$ cat src/hw/rtl/assert_macros.svh
// assertion macros shared by the tokenizer rtl
// no dependencies; compiled away when SYNTH is defined
`ifndef ASSERT_MACROS_SVH
`define ASSERT_MACROS_SVH

`ifndef SYNTH

// consequent must hold in the same cycle as the antecedent
`define ASSERT_IMPLIES(label, clk, rst, ante, cons, msg) \
   label: assert property (@(posedge clk) disable iff (rst) (ante) |-> (cons)) \
      else $error(msg);

// expression must never be true
`define ASSERT_NEVER(label, clk, rst, expr, msg) \
   label: assert property (@(posedge clk) disable iff (rst) !(expr)) \
      else $error(msg);

`else

`define ASSERT_IMPLIES(label, clk, rst, ante, cons, msg)
`define ASSERT_NEVER(label, clk, rst, expr, msg)

`endif

`endif

$ cat src/hw/rtl/cst_pkg.sv
// types, constants and character classes for the c subset tokenizer
// no dependencies
`timescale 1ns / 1ps

package cst_pkg;

   // source limits
   localparam int MAX_SOURCE_BYTES = 1048576;
   localparam int MAX_LINES        = 65535;

   localparam int OFFSET_W = 20;
   localparam int LINE_W   = 16;
   localparam int KIND_W   = 5;

   // saturation points for offset and line
   localparam logic [OFFSET_W-1:0] POS_CAP =
      (MAX_SOURCE_BYTES - 1 < 1048575) ? OFFSET_W'(MAX_SOURCE_BYTES - 1) : 20'hFFFFF;
   localparam logic [LINE_W-1:0] LINE_CAP =
      (MAX_LINES < 65535) ? LINE_W'(MAX_LINES) : 16'hFFFF;

   // bytes skipped after the 'i' of #include, beyond the 'i' itself
   localparam logic [2:0] INCLUDE_SKIP_LEFT = 3'd6;
   localparam logic [OFFSET_W-1:0] INCLUDE_LEN = 20'd8;

   // result queue
   localparam int RSP_DEPTH = 4;
   localparam int RSP_PTR_W = 2;
   localparam int RSP_CNT_W = 3;

   // lexing modes
   typedef enum logic [2:0] {
      MODE_IDLE,
      MODE_IDENT,
      MODE_NUMBER,
      MODE_STRING,
      MODE_SLASH,
      MODE_COMMENT,
      MODE_HASH,
      MODE_SKIP
   } mode_type;

   // token kinds
   localparam logic [KIND_W-1:0] KIND_INT     = 5'd0;
   localparam logic [KIND_W-1:0] KIND_CHAR    = 5'd1;
   localparam logic [KIND_W-1:0] KIND_RETURN  = 5'd2;
   localparam logic [KIND_W-1:0] KIND_FOR     = 5'd3;
   localparam logic [KIND_W-1:0] KIND_IDENT   = 5'd4;
   localparam logic [KIND_W-1:0] KIND_NUMBER  = 5'd5;
   localparam logic [KIND_W-1:0] KIND_STRING  = 5'd6;
   localparam logic [KIND_W-1:0] KIND_SEMI    = 5'd7;
   localparam logic [KIND_W-1:0] KIND_LPAREN  = 5'd8;
   localparam logic [KIND_W-1:0] KIND_RPAREN  = 5'd9;
   localparam logic [KIND_W-1:0] KIND_LBRACE  = 5'd10;
   localparam logic [KIND_W-1:0] KIND_RBRACE  = 5'd11;
   localparam logic [KIND_W-1:0] KIND_LT      = 5'd12;
   localparam logic [KIND_W-1:0] KIND_GT      = 5'd13;
   localparam logic [KIND_W-1:0] KIND_ASSIGN  = 5'd14;
   localparam logic [KIND_W-1:0] KIND_PLUS    = 5'd15;
   localparam logic [KIND_W-1:0] KIND_MINUS   = 5'd16;
   localparam logic [KIND_W-1:0] KIND_STAR    = 5'd17;
   localparam logic [KIND_W-1:0] KIND_INCLUDE = 5'd18;
   localparam logic [KIND_W-1:0] KIND_EOF     = 5'd19;
   localparam logic [KIND_W-1:0] KIND_BAD     = 5'd20;
   localparam logic [KIND_W-1:0] KIND_UNTERM  = 5'd21;

   // characters
   localparam logic [7:0] CH_SPACE = 8'h20;
   localparam logic [7:0] CH_CR    = 8'h0D;
   localparam logic [7:0] CH_TAB   = 8'h09;
   localparam logic [7:0] CH_LF    = 8'h0A;
   localparam logic [7:0] CH_SLASH = "/";
   localparam logic [7:0] CH_HASH  = "#";
   localparam logic [7:0] CH_QUOTE = 8'h22;
   localparam logic [7:0] CH_I     = "i";

   // keyword spellings, last byte in the low bits
   localparam logic [23:0] KW_INT    = "int";
   localparam logic [23:0] KW_FOR    = "for";
   localparam logic [31:0] KW_CHAR   = "char";
   localparam logic [47:0] KW_RETURN = "return";

   // one result item
   typedef struct packed {
      logic [KIND_W-1:0]   kind;
      logic [OFFSET_W-1:0] start_offset;
      logic [OFFSET_W-1:0] text_length;
      logic [LINE_W-1:0]   line_no;
      logic                last_of_run;
   } tok_result_type;

   function automatic logic is_digit(input logic [7:0] c);
      return (c >= "0") && (c <= "9");
   endfunction

   function automatic logic is_alpha(input logic [7:0] c);
      return ((c >= "a") && (c <= "z")) || ((c >= "A") && (c <= "Z")) || (c == "_");
   endfunction

   // single character punctuation; valid flag in the top bit
   function automatic logic [KIND_W:0] punct_lookup(input logic [7:0] c);
      logic [KIND_W:0] r;
      case (c)
         ";": r = {1'b1, KIND_SEMI};
         "(": r = {1'b1, KIND_LPAREN};
         ")": r = {1'b1, KIND_RPAREN};
         "{": r = {1'b1, KIND_LBRACE};
         "}": r = {1'b1, KIND_RBRACE};
         "<": r = {1'b1, KIND_LT};
         ">": r = {1'b1, KIND_GT};
         "=": r = {1'b1, KIND_ASSIGN};
         "+": r = {1'b1, KIND_PLUS};
         "-": r = {1'b1, KIND_MINUS};
         "*": r = {1'b1, KIND_STAR};
         default: r = '0;
      endcase
      return r;
   endfunction

   // identifier or keyword from length and the last six bytes
   function automatic logic [KIND_W-1:0] word_kind(input logic [OFFSET_W-1:0] len,
                                                   input logic [47:0] win);
      logic [KIND_W-1:0] k;
      k = KIND_IDENT;
      if (len == 20'd3 && win[23:0] == KW_INT)
         k = KIND_INT;
      else if (len == 20'd4 && win[31:0] == KW_CHAR)
         k = KIND_CHAR;
      else if (len == 20'd6 && win == KW_RETURN)
         k = KIND_RETURN;
      else if (len == 20'd3 && win[23:0] == KW_FOR)
         k = KIND_FOR;
      return k;
   endfunction

endpackage

$ cat src/hw/rtl/c_subset_byte_tokenizer_unit.sv
// Streaming tokenizer for a small C subset.
//
// req_ channel: one source byte per item (req_ch), or an end marker
// (req_is_end = 1) that flushes any pending token and emits end of file.
// rsp_ channel: token items carrying kind, start offset, text length,
// line number and last_of_run, which marks the final token of one input.
// An input item gives zero, one or two tokens.
//
// Each accepted byte updates the lexer state in the same cycle and its
// tokens are written into a four-entry result queue. One byte is taken
// every cycle while the queue has room for two tokens, so throughput is
// one item per cycle as long as the receiver drains tokens as fast as
// they are made; the queue depth is what sets the stall point.
// Reset returns the lexer to line 1, offset 0, and empties the queue.
// When rsp_stall is high the head token holds; once the queue holds more
// than two tokens req_stall is raised.
// Depends on cst_pkg and assert_macros.svh.
`timescale 1ns / 1ps
`include "assert_macros.svh"

module c_subset_byte_tokenizer_unit
   import cst_pkg::*;
(
   input  logic                clock,
   input  logic                reset,
   input  logic                req_valid,
   output logic                req_stall,
   input  logic [7:0]          req_ch,
   input  logic                req_is_end,
   output logic                rsp_valid,
   input  logic                rsp_stall,
   output logic [KIND_W-1:0]   rsp_kind,
   output logic [OFFSET_W-1:0] rsp_start_offset,
   output logic [OFFSET_W-1:0] rsp_text_length,
   output logic [LINE_W-1:0]   rsp_line_no,
   output logic                rsp_last_of_run
);

   // lexer state
   mode_type            mode_ff,  mode_in;
   logic [OFFSET_W-1:0] pos_ff,   pos_in;
   logic [LINE_W-1:0]   line_ff,  line_in;
   logic [OFFSET_W-1:0] start_ff, start_in;
   logic [47:0]         win_ff,   win_in;
   logic [2:0]          skip_ff,  skip_in;

   // result queue
   tok_result_type      fifo_ff [RSP_DEPTH];
   logic [RSP_PTR_W-1:0] wr_ptr_ff, wr_ptr_in;
   logic [RSP_PTR_W-1:0] rd_ptr_ff, rd_ptr_in;
   logic [RSP_CNT_W-1:0] count_ff, count_in;

   logic req_accept, rsp_accept;

   // idle byte decode
   logic [KIND_W:0]     punct;
   logic                idle_emit, idle_bump, idle_start_set, idle_win_set;
   logic [KIND_W-1:0]   idle_kind;
   mode_type            idle_mode;
   logic [OFFSET_W-1:0] idle_start;

   // token emission
   logic                a_v, b_v, bump;
   logic [KIND_W-1:0]   a_kind, b_kind;
   logic [OFFSET_W-1:0] a_start, a_len, b_start, b_len;
   logic [OFFSET_W-1:0] tok_len;
   logic [2:0]          skip_dec;
   logic [1:0]          n_push;
   tok_result_type      res0, res1;

   assign req_accept = req_valid && !req_stall;
   assign rsp_valid  = (count_ff != '0);
   assign rsp_accept = rsp_valid && !rsp_stall;
   assign req_stall  = (count_ff > RSP_CNT_W'(RSP_DEPTH - 2));

   assign tok_len  = pos_ff - start_ff;
   assign skip_dec = (skip_ff != 3'd0) ? skip_ff - 3'd1 : 3'd0;

   // what a byte does when no token is pending
   always_comb begin
      punct          = punct_lookup(req_ch);
      idle_emit      = 1'b0;
      idle_kind      = KIND_BAD;
      idle_mode      = MODE_IDLE;
      idle_bump      = 1'b0;
      idle_start_set = 1'b0;
      idle_start     = pos_ff;
      idle_win_set   = 1'b0;
      if (req_ch == CH_SPACE || req_ch == CH_CR || req_ch == CH_TAB) begin
         idle_emit = 1'b0;
      end else if (req_ch == CH_LF) begin
         idle_bump = 1'b1;
      end else if (punct[KIND_W]) begin
         idle_emit = 1'b1;
         idle_kind = punct[KIND_W-1:0];
      end else if (req_ch == CH_SLASH) begin
         idle_mode      = MODE_SLASH;
         idle_start_set = 1'b1;
      end else if (req_ch == CH_HASH) begin
         idle_mode      = MODE_HASH;
         idle_start_set = 1'b1;
      end else if (req_ch == CH_QUOTE) begin
         idle_mode      = MODE_STRING;
         idle_start_set = 1'b1;
         idle_start     = (pos_ff < POS_CAP) ? pos_ff + 20'd1 : POS_CAP;
      end else if (is_digit(req_ch)) begin
         idle_mode      = MODE_NUMBER;
         idle_start_set = 1'b1;
      end else if (is_alpha(req_ch)) begin
         idle_mode      = MODE_IDENT;
         idle_start_set = 1'b1;
         idle_win_set   = 1'b1;
      end else begin
         idle_emit = 1'b1;
         idle_kind = KIND_BAD;
      end
   end

   // next lexer state and up to two tokens
   always_comb begin
      mode_in  = mode_ff;
      pos_in   = (pos_ff < POS_CAP) ? pos_ff + 20'd1 : pos_ff;
      start_in = start_ff;
      win_in   = win_ff;
      skip_in  = skip_ff;
      bump     = 1'b0;
      a_v      = 1'b0;
      a_kind   = KIND_BAD;
      a_start  = start_ff;
      a_len    = tok_len;
      b_v      = 1'b0;
      b_kind   = idle_kind;
      b_start  = pos_ff;
      b_len    = 20'd1;
      if (req_is_end) begin
         // flush the pending token, then end of file
         case (mode_ff)
            MODE_IDENT: begin
               a_v    = 1'b1;
               a_kind = word_kind(tok_len, win_ff);
            end
            MODE_NUMBER: begin
               a_v    = 1'b1;
               a_kind = KIND_NUMBER;
            end
            MODE_STRING: begin
               a_v    = 1'b1;
               a_kind = KIND_UNTERM;
            end
            MODE_SLASH: begin
               a_v    = 1'b1;
               a_kind = KIND_BAD;
               a_len  = 20'd1;
            end
            default: begin
               a_v = 1'b0;
            end
         endcase
         b_v      = 1'b1;
         b_kind   = KIND_EOF;
         b_start  = pos_ff;
         b_len    = 20'd0;
         mode_in  = MODE_IDLE;
         pos_in   = '0;
         start_in = '0;
         win_in   = '0;
         skip_in  = '0;
      end else begin
         b_v = 1'b0;
         case (mode_ff)
            MODE_IDENT: begin
               if (is_alpha(req_ch) || is_digit(req_ch)) begin
                  win_in = {win_ff[39:0], req_ch};
               end else begin
                  a_v    = 1'b1;
                  a_kind = word_kind(tok_len, win_ff);
                  b_v    = 1'b1;
               end
            end
            MODE_NUMBER: begin
               if (!is_digit(req_ch)) begin
                  a_v    = 1'b1;
                  a_kind = KIND_NUMBER;
                  b_v    = 1'b1;
               end
            end
            MODE_STRING: begin
               if (req_ch == CH_QUOTE) begin
                  a_v     = 1'b1;
                  a_kind  = KIND_STRING;
                  mode_in = MODE_IDLE;
               end else if (req_ch == CH_LF) begin
                  bump = 1'b1;
               end
            end
            MODE_SLASH: begin
               if (req_ch == CH_SLASH) begin
                  mode_in = MODE_COMMENT;
               end else begin
                  a_v    = 1'b1;
                  a_kind = KIND_BAD;
                  a_len  = 20'd1;
                  b_v    = 1'b1;
               end
            end
            MODE_COMMENT: begin
               if (req_ch == CH_LF) begin
                  bump    = 1'b1;
                  mode_in = MODE_IDLE;
               end
            end
            MODE_HASH: begin
               if (req_ch == CH_I) begin
                  a_v     = 1'b1;
                  a_kind  = KIND_INCLUDE;
                  a_len   = INCLUDE_LEN;
                  skip_in = INCLUDE_SKIP_LEFT;
                  mode_in = MODE_SKIP;
               end else begin
                  b_v = 1'b1;
               end
            end
            MODE_SKIP: begin
               skip_in = skip_dec;
               if (skip_dec == 3'd0) begin
                  mode_in = MODE_IDLE;
               end
            end
            default: begin
               b_v = 1'b1;
            end
         endcase
         // b_v here means the byte is lexed from idle
         if (b_v) begin
            mode_in = idle_mode;
            bump    = idle_bump;
            if (idle_start_set) begin
               start_in = idle_start;
            end
            if (idle_win_set) begin
               win_in = {40'd0, req_ch};
            end
            b_v = idle_emit;
         end
      end
      line_in = line_ff;
      if (req_is_end) begin
         line_in = 16'd1;
      end else if (bump && line_ff < LINE_CAP) begin
         line_in = line_ff + 16'd1;
      end
   end

   // pack the tokens in order, marking the last one
   always_comb begin
      res0.kind         = a_v ? a_kind : b_kind;
      res0.start_offset = a_v ? a_start : b_start;
      res0.text_length  = a_v ? a_len : b_len;
      res0.line_no      = line_ff;
      res0.last_of_run  = !(a_v && b_v);
      res1.kind         = b_kind;
      res1.start_offset = b_start;
      res1.text_length  = b_len;
      res1.line_no      = line_ff;
      res1.last_of_run  = 1'b1;
      n_push            = req_accept ? (2'(a_v) + 2'(b_v)) : 2'd0;
   end

   // queue pointers
   always_comb begin
      wr_ptr_in = wr_ptr_ff + RSP_PTR_W'(n_push);
      rd_ptr_in = rd_ptr_ff + RSP_PTR_W'(rsp_accept);
      count_in  = count_ff + RSP_CNT_W'(n_push) - RSP_CNT_W'(rsp_accept);
   end

   // control registers
   always_ff @(posedge clock) begin
      if (reset) begin
         mode_ff   <= MODE_IDLE;
         pos_ff    <= '0;
         line_ff   <= 16'd1;
         start_ff  <= '0;
         win_ff    <= '0;
         skip_ff   <= '0;
         wr_ptr_ff <= '0;
         rd_ptr_ff <= '0;
         count_ff  <= '0;
      end else begin
         if (req_accept) begin
            mode_ff  <= mode_in;
            pos_ff   <= pos_in;
            line_ff  <= line_in;
            start_ff <= start_in;
            win_ff   <= win_in;
            skip_ff  <= skip_in;
         end
         wr_ptr_ff <= wr_ptr_in;
         rd_ptr_ff <= rd_ptr_in;
         count_ff  <= count_in;
      end
   end

   // queue storage
   always_ff @(posedge clock) begin
      if (n_push != 2'd0) begin
         fifo_ff[wr_ptr_ff] <= res0;
      end
      if (n_push == 2'd2) begin
         fifo_ff[wr_ptr_ff + RSP_PTR_W'(1)] <= res1;
      end
   end

   // head of queue drives the result port
   assign rsp_kind         = fifo_ff[rd_ptr_ff].kind;
   assign rsp_start_offset = fifo_ff[rd_ptr_ff].start_offset;
   assign rsp_text_length  = fifo_ff[rd_ptr_ff].text_length;
   assign rsp_line_no      = fifo_ff[rd_ptr_ff].line_no;
   assign rsp_last_of_run  = fifo_ff[rd_ptr_ff].last_of_run;

   // checks
   `ASSERT_NEVER(a_queue_bound, clock, reset, count_ff > RSP_CNT_W'(RSP_DEPTH), "queue overflow")
   `ASSERT_NEVER(a_line_nonzero, clock, reset, line_ff == 16'd0, "line number is zero")
   `ASSERT_IMPLIES(a_skip_mode, clock, reset, skip_ff != 3'd0, mode_ff == MODE_SKIP, "skip count outside skip mode")
   `ASSERT_IMPLIES(a_push_room, clock, reset, n_push != 2'd0, count_ff <= RSP_CNT_W'(RSP_DEPTH - 2), "push without room")

endmodule

$ cat config.mk
export PLATFORM = sky130hd
export DESIGN_NAME = c_subset_byte_tokenizer_unit
export DESIGN_NICKNAME = d
export VERILOG_FILES = /design/src/hw/rtl/cst_pkg.sv /design/src/hw/rtl/c_subset_byte_tokenizer_unit.sv
export VERILOG_INCLUDE_DIRS = /design/src /design/src/hw/rtl
export SDC_FILE = /design/constraint.sdc
export NUM_CORES = 1
export LEC_CHECK = 0
export BUFFER_PORTS_ARGS = -buffer_cell sky130_fd_sc_hd__buf_2
export CAP_MARGIN = 40
export CORE_UTILIZATION = 62
export CTS_CLUSTER_SIZE = 16
export DETAILED_ROUTE_END_ITERATION = 6
export HOLD_SLACK_MARGIN = 0.06
export PLACE_DENSITY_LB_ADDON = 0.05
export SLEW_MARGIN = 20
export SYNTH_ARGS = -nofsm -noshare
export SYNTH_HDL_FRONTEND = slang
export SYNTH_SLANG_ARGS = --single-unit
$ cat constraint.sdc
create_clock -name clock -period 8.5 [get_ports clock]
set_clock_uncertainty 0.2 [all_clocks]
set_input_delay 1.7 -clock clock [delete_from_list [all_inputs] [get_ports clock]]
set_output_delay 1.7 -clock clock [all_outputs]
set_load 0.02 [all_outputs]
## Yosys cells after proc, flatten, opt, wreduce, memory -nomap -nowiden

Memory sizes are Yosys's and may differ from the RTL's. A register that Yosys moved wholly into a read port is not among the register bits.
Index checks and enable logic that the tools add are counted.

- Register bits: 117
- Bits in writable memories: 248
- Input port bits: 13
- Output and inout port bits: 64
- Memories kept: 1

Memory list:

| memory | words | bits a word | read ports | clocked after Yosys merged registers in | wr ports | line | source |
|---|---|---|---|---|---|---|---|
| fifo_ff | 4 | 62 | 1 | 1 | 2 | c_subset_byte_tokenizer_unit.sv:48 | `tok_result_type fifo_ff [RSP_DEPTH];` |

- Add/sub/neg operators: 10
- $lt $le $gt $ge: 9
- Equal/unequal tests: 41
- Multiplexer cells: 112
- Reduce and logical (&&, ||, !) cells: 36

Operator list:

| operator | number |
|---|---|
| 20-bit two-way mux | 18 |
| 48-bit two-way mux | 5 |
| 8-bit by 6-bit equality test with 1-bit output, second input constant | 13 |
| 6-bit case mux with 11 select lines | 1 |
| 3-bit two-way mux | 20 |
| 24-bit by 23-bit equality test with 1-bit output, second input constant | 2 |
| 48-bit by 47-bit equality test with 1-bit output, second input constant | 1 |
| 1-bit two-way mux | 45 |
| 5-bit two-way mux | 9 |
| 20-bit by 3-bit equality test with 1-bit output, second input constant | 2 |
| 20-bit case mux with 2 select lines | 1 |
| 32-bit by 31-bit equality test with 1-bit output, second input constant | 1 |
| 8-bit by 7-bit equality test with 1-bit output, second input constant | 4 |
| 16-bit two-way mux | 2 |
| 8-bit by 4-bit equality test with 1-bit output, second input constant | 3 |
| 20-bit by 1-bit adder with 20-bit output, second input constant | 1 |
| 20-bit by 2-bit equality test with 1-bit output, second input constant | 1 |
| 20-bit < comparator, second input constant | 1 |
| 4-bit inequality test, second input constant | 5 |
| 5-bit case mux with 4 select lines | 1 |
| 20-bit subtractor | 1 |
| 16-bit by 1-bit adder with 16-bit output, second input constant | 1 |
| 8-bit by 7-bit >= comparator with 1-bit output, second input constant | 2 |
| 8-bit by 7-bit <= comparator with 1-bit output, second input constant | 2 |
| 34 further kinds | 66 |

## Longest topological paths before layout

Gate-level depths: netlist of run 1.

- Depth after elaboration: 19
- Depth in mapped cells: 18
- Mapped depth without buffers: 16

## Worst setup path after synthesis of run 1

No wires, ideal clock.

- Path kind: input port to flip-flop
- Start: in req_ch[6]
- End: mem fifo_ff[0][10] in the netlist's numbering, enable pin
- Setup time: 0.419 ns
- Data arrival time: 5.949 ns
- Slack: 1.931 ns
- Stages: 14
- Cell sequence: buf_2 > inv_1 > a311oi_1 > and3b_1 > o21ai_4 > o31ai_4 > inv_2 > ha_1 > clkbuf_1 > o21ai_1 > nor3_1 > nor2_1 > inv_1 > clkbuf_1

RTL lines:

| item | line | source |
|---|---|---|
| from (decl) | c_subset_byte_tokenizer_unit.sv:28 | `input logic [7:0] req_ch,` |
| to (decl) | c_subset_byte_tokenizer_unit.sv:48 |  |

==> out/qor.csv, run 1 <==
stage,metric,value,unit
run_status,status,finished clean,
setup_path,timing.rr.start,mode_ff[2],
floorplan,dieArea,30240,µm²
placement,port_buffers,76,
route,ant_nets,0,
route,via_count,14325,
setup_path,path_max_fanout,33,
timing,report.final.slew_viol_count,0,
cts,cts_buffer_depth,3,
setup_path,crit_type,in2reg,
floorplan,initial_core_util,63.48,%
placement,hpwl,32150,µm
cts,clkSinkCount,365,
route,finalWirelength,48100,µm
finish,final_common_cell,dfxtp_1,
finish,final_cell_mix,"dfxtp_1 (195), edfxtp_1 (168), a22o_1 (145), o21ai_0 (138), nand2_1 (137)",
timing,tns,0,ps
floorplan,die_w,173.9,µm
yosys,netlist_instances,1736,
global_routing,first_global_vias,13589,
yosys,synth_top_area_cell,edfxtp_1,
timing,worstMarginPinSlew,848.2,ps
floorplan,coreArea,28860,µm²
timing,fin_crit,6297,ps
timing,clock.fmax,0.1588,GHz
route,top_layer,met4,
route,drc,0,
global_routing,grt_pass1_wl,76430,µm
pwr,power.leakage,7.205,nW
cts,cts.reportedPaths.clkPinSlew,60,ps
setup_path,cp-start-kind,input port,
global_routing,grt_util_all_layers,32.05,%
finish,num_antenna_cells,0,
worst_hold_path,holdPathEnd,fifo_ff[2][34],
yosys,ys_ff_latch,365,
yosys,async_flop_share,0,%
yosys,synth.distinct_cells,88,
pwr,peakVddDrop,0.2047,mV
yosys,synthFlopType,dfxtp_1,
worst_hold_path,hold_start,fifo_ff[2][34],
timing,hold_viol,0,
route,first_pass_iters,6,
yosys,synth.top_cell.area_share,27.54,%
route,drtIter0Drc,1554,
yosys,synthesis.area_per_instance,10.55,µm²
finish,register_area,8996,µm²
floorplan,core.rowCount,62,
route,wl_met2,22810,µm
cts,cts_made_buffers,37,
setup_path,arrival,6290,ps
setup_path,endpoint_kind,flip-flop,
yosys,synthesis.area,18320,µm²
cts,holdBufCountCts,0,
yosys,synth_fp_nets,1781,
route,met1_length,20510,µm
cts,cts_root_buf,clkbuf_16,
finish,drive_gt1_share,14.66,%
cts,post_cts_buffers,0,
finish,multi_input_area,8617,µm²
route,avgRoutedWirePerCell,22.29,µm
cts,htreeDepth,2,
pwr,power.density,230.0,nW/µm²
timing,finalSetupViolCount,0,
timing,finalCritPeriodShare,74.08,%
setup_path,ff2ff_path_depth,13,
cts,cts_tree,done,
finish,syn2layout_area_growth,9.986,%
finish,final_util,69.81,%
cts,cts-resized-gates,0,
route,dr_wl_met3,3467,µm
cts,clock_latency,540,ps
worst_hold_path,holdCritPathClass,reg2reg,
timing,hold_ws,251.6,ps
setup_path,cp_data_required_time,8490,ps
yosys,yosysSeqAreaShare,49.07,%
yosys,yosysWarnings,0,
yosys,synth_edf_count,168,
placement,gp_congestion,0.9481,
yosys,synth_area_leaders,"edfxtp_1 (28%), dfxtp_1 (22%), mux4_2 (7.6%), a22o_1 (6.9%), o21ai_0 (3.8%)",
finish,fin_nets,1790,
setup_path,regToRegSetupSlack,3040,ps
floorplan,die_y,173.9,µm
global_routing,antenna_found_initial,0,
timing,rsz0062_at_grt,no,
finish,nFillCells,2226,
setup_path,r2r-end,fifo_ff[1][54],
timing,relSlewSlack,43.02,%
floorplan,io_pins,77,
global_routing,grt_overflow,0,
route,drt-vias-per-instance,6.638,
flow_run,maxCapViolCount,0,
worst_hold_path,min_path_cells,2,
global_routing,grt_max_degree,60,
-- routing by layer --
layer	track usage, %	up-vias
li1	-	6592
met1	44.58	7041
met2	51.78	608
met3	5.000	84
met4	9.978	0
met5	0	-
-- power by group --
part           switching (mW)  internal (mW)  leakage (nW)
logic                   0.624          0.381          3.31
clock network           0.681          0.925         0.582
registers              0.0724           1.95          3.31
total                    1.38           3.26          7.21
-- Yosys cell counts, types with 4 or more instances --
master and n:
ha_1 30, nand2b_1 23, buf_2 23, a22o_1 145, a211oi_1 10, nor3b_1 8
o21ai_1 7, a311o_1 9, o211ai_1 15, mux2i_1 8, nor3_1 30, buf_1 8
o2111ai_1 4, a21o_1 14, a2bb2oi_1 4, clkbuf_1 104, or3_1 11, nor4_1 15
mux4_2 62, nor4b_1 5, and3_1 20, nor2b_1 17, o21ai_0 138, xor2_1 7
dfxtp_1 197, or2_2 5, nor2_1 99, o22ai_1 6, edfxtp_1 168, and2_1 64
o22a_1 4, a31oi_1 16, or4_1 11, nand2_1 137, or4b_1 4, o31ai_1 10
nand4_1 15, o21ai_2 5, nand3b_1 23, nand3_1 35, a22oi_1 8, inv_1 47
a21oi_1 84, xnor2_1 14
-- how the worst max path moves through the flow --
stage	startpoint	end	cells after the start
finish	req_ch[1]	fifo_ff[1][54]	13
CTS	req_ch[1]	fifo_ff[1][37]	13
floorplan	req_ch[6]	fifo_ff[0][10]	14
detailed placement	req_ch[1]	fifo_ff[1][46]	13
global route	req_ch[1]	fifo_ff[1][54]	13
global placement	req_ch[1]	fifo_ff[3][43]	13
-- area by class of cell --
cell class	count	share of cell area [%]
Timing Repair Buffer	107	3.329
Tap cell	384	2.385
Sequential cell	365	44.65
Inverter	49	0.9129
Multi-Input combinational cell	1185	42.77
Clock inverter	17	0.7887
Clock buffer	51	5.161
-- worst max-delay path: stages --
cell,delay (ps)
buf_2,320
or3b_1,440
or4_1,790
o22ai_4,350
o31ai_4,130
inv_2,160
ha_1,210
nand2_1,280
nor4_1,560
nor2_1,100
buf_4,250
inv_2,470
buf_4,480
-- cells by family after synthesis --
logic type                 synth area share [%]
adders and majority gates                 2.268
AOI/OAI and AO/OA                         19.69
DFF                                       49.07
muxes                                     8.122
xor gates and xnor gates                  1.004
and+or+nand+nor                           15.81
buffers and inverters                     4.030
-- sequential cells by signal (all words and copies together) (netlist names), 3 cells and up --
register  count
count_ff      3
a_start      20
fifo_ff     248
line_ff      16
b_start      20
skip_ff       3
win_ff       48
mode_ff       3
-- metrics by stage --
| step | setup WS [ps] | power, mW | instances | area [µm²] |
|---|---|---|---|---|
| after floorplan | 1931 | 2.746 | 1736 | 18320 |
| after global placement | 1773 | 3.025 | 2084 | 18850 |
| after detailed placement | 1757 | 3.065 | 2090 | 18950 |
| after CTS | 2321 | 4.654 | 2158 | 20150 |
| after global routing | 1895 | 4.796 | 2158 | 20150 |
| final | 2203 | 4.634 | 2158 | 20150 |
Power figures use the tool's default switching activity.
==> inputs of run 2 (changes only) <==
- clock period: 8.5 -> 6.15 ns (I/O delays scaled with it)
==> run 2 against run 1 <==
Effect of this change:
- total power is 38% higher
- critical endpoint is now fifo_ff[3][14]
- non-clock buffer count grew 18
- clock-buffer cell count is 2 lower
==> out/qor.csv, run 2 (synthesized netlist as in run 1, its figures left out) <==
stage,metric,value,unit
finish,multi_input_area,8617,µm²
route,first_pass_iters,5,
route,drt-vias-per-instance,6.619,
flow_run,maxCapViolCount,0,
pwr,power.leakage,7.290,nW
cts,cts_tree,done,
finish,register_area,8996,µm²
setup_path,endpoint_kind,flip-flop,
setup_path,path_max_fanout,24,
cts,htreeDepth,2,
route,ant_nets,0,
setup_path,critPathSlowestCell,nor2_1,
placement,hpwl,32580,µm
floorplan,dieArea,30240,µm²
floorplan,io_pins,77,
cts,cts_root_buf,clkbuf_16,
finish,num_antenna_cells,0,
finish,final_common_cell,dfxtp_1,
setup_path,crit_type,in2reg,
timing,worstMarginPinSlew,873.7,ps
floorplan,coreArea,28860,µm²
route,drtIter0Drc,1339,
timing,clock.fmax,0.1967,GHz
placement,gp_congestion,0.9661,
cts,post_cts_buffers,0,
route,finalWirelength,48850,µm
floorplan,initial_core_util,63.48,%
finish,syn2layout_area_growth,10.53,%
placement,port_buffers,76,
timing,tns,0,ps
floorplan,core.rowCount,62,
cts,cts_buffer_depth,3,
pwr,peakVddDrop,0.3087,mV
timing,hold_ws,249.8,ps
pwr,total_power,6.393,mW
setup_path,path_delay_family,compound AO/OA/AOI/OAI gates,
cts,cts.reportedPaths.clkPinSlew,70,ps
timing,fin_crit,5084,ps
finish,final_cell_mix,"dfxtp_1 (195), edfxtp_1 (168), a22o_1 (145), o21ai_0 (138), nand2_1 (137)",
finish,drive_gt1_share,15.70,%
global_routing,antenna_found_initial,0,
timing,rsz0062_at_grt,no,
global_routing,grt_util_all_layers,32.75,%
timing,finalCritPeriodShare,82.66,%
global_routing,first_global_vias,14001,
route,drc,0,
global_routing,grt_pass1_wl,77810,µm
finish,largest_reg_flops,248,
floorplan,die_y,173.9,µm
cts,clock_latency,520,ps
global_routing,grt_max_degree,58,
global_routing,grt_overflow,0,
setup_path,cp-start-kind,input port,
finish,final_util,70.16,%
worst_hold_path,holdCritPathClass,reg2reg,
finish,fin_nets,1808,
route,avgRoutedWirePerCell,22.47,µm
timing,hold_viol,0,
pwr,power.density,315.7,nW/µm²
floorplan,die_w,173.9,µm
timing,finalSetupViolCount,0,
cts,cts_made_buffers,37,
route,via_count,14390,
setup_path,slowest_delay,560,ps
setup_path,crit_chain,buf_2 > nand3b_1 > a311oi_1 > and3b_1 > o21ai_4 > o31ai_4 > inv_2 > ha_1 > o21ai_1 > nor2_1 > nor2_1 > inv_2 > buf_4,
setup_path,cp_data_required_time,6160,ps
cts,clkSinkCount,365,
finish,nFillCells,2193,
timing,relSlewSlack,41.75,%
cts,cts-resized-gates,0,
setup_path,arrival,5100,ps
run_status,status,finished clean,
finish,reg_top3,"fifo_ff x248, win_ff x48",
cts,holdBufCountCts,0,
timing,report.final.slew_viol_count,0,
finish,regMostFlops,fifo_ff,
setup_path,cp_num_buf_inv,4,
run 2: per-stage QoR:
| stage | cell area, µm² | instances | worst slack, ps |
|---|---|---|---|
| floorplan | 18320 | 1736 | 51.09 |
| global placement | 19030 | 2104 | 666.2 |
| detailed placement | 19060 | 2106 | 547.7 |
| CTS | 20220 | 2172 | 1104 |
| global route | 20250 | 2174 | 693.8 |
| finish | 20250 | 2174 | 1066 |
run 2: worst reg2reg max path: stages, from the launching register on:
cell	delay (ps)
dfxtp_1	660
inv_1	150
ha_1	250
fa_1	610
or4bb_1	530
or4_1	460
or4_1	590
o2111ai_1	230
nand3b_1	110
nor3_1	500
o21ai_0	250
run 2: layout make-up:
class | count | area share [%]
clock inverters | 17 | 0.7354
repair buffers | 125 | 3.986
clock buffers | 49 | 5.000
well taps | 384 | 2.373
flip-flops and latches | 365 | 44.43
inverters | 49 | 0.9085
multi-input cells | 1185 | 42.56
run 2: final timing paths:
check | startpoint | endpoint | slack (ps) | cells past startpoint
max | req_ch[1] | fifo_ff[3][14] | 1070 | 13
min | fifo_ff[1][19] | fifo_ff[1][19] | 250 | 2
max reg2reg | b_start[0] | fifo_ff[1][59] | 1330 | 10
min reg2reg | fifo_ff[1][19] | fifo_ff[1][19] | 250 | 2
run 2: metal layers:
| layer | share of wire (%) | vias to the layer above | global-route usage, % |
|---|---|---|---|
| met5 | 0 | - | 0 |
| li1 | - | 6642 | - |
| met3 | 8.0 | 116 | 6.118 |
| met4 | 3.9 | 0 | 12.87 |
| met1 | 42 | 7020 | 44.19 |
| met2 | 46 | 612 | 52.48 |
run 2: report_power, final:
group	total (mW)	internal, mW	switching [mW]
sequential	2.81	2.70	0.115
clock	2.17	1.25	0.924
combinational	1.41	0.545	0.864
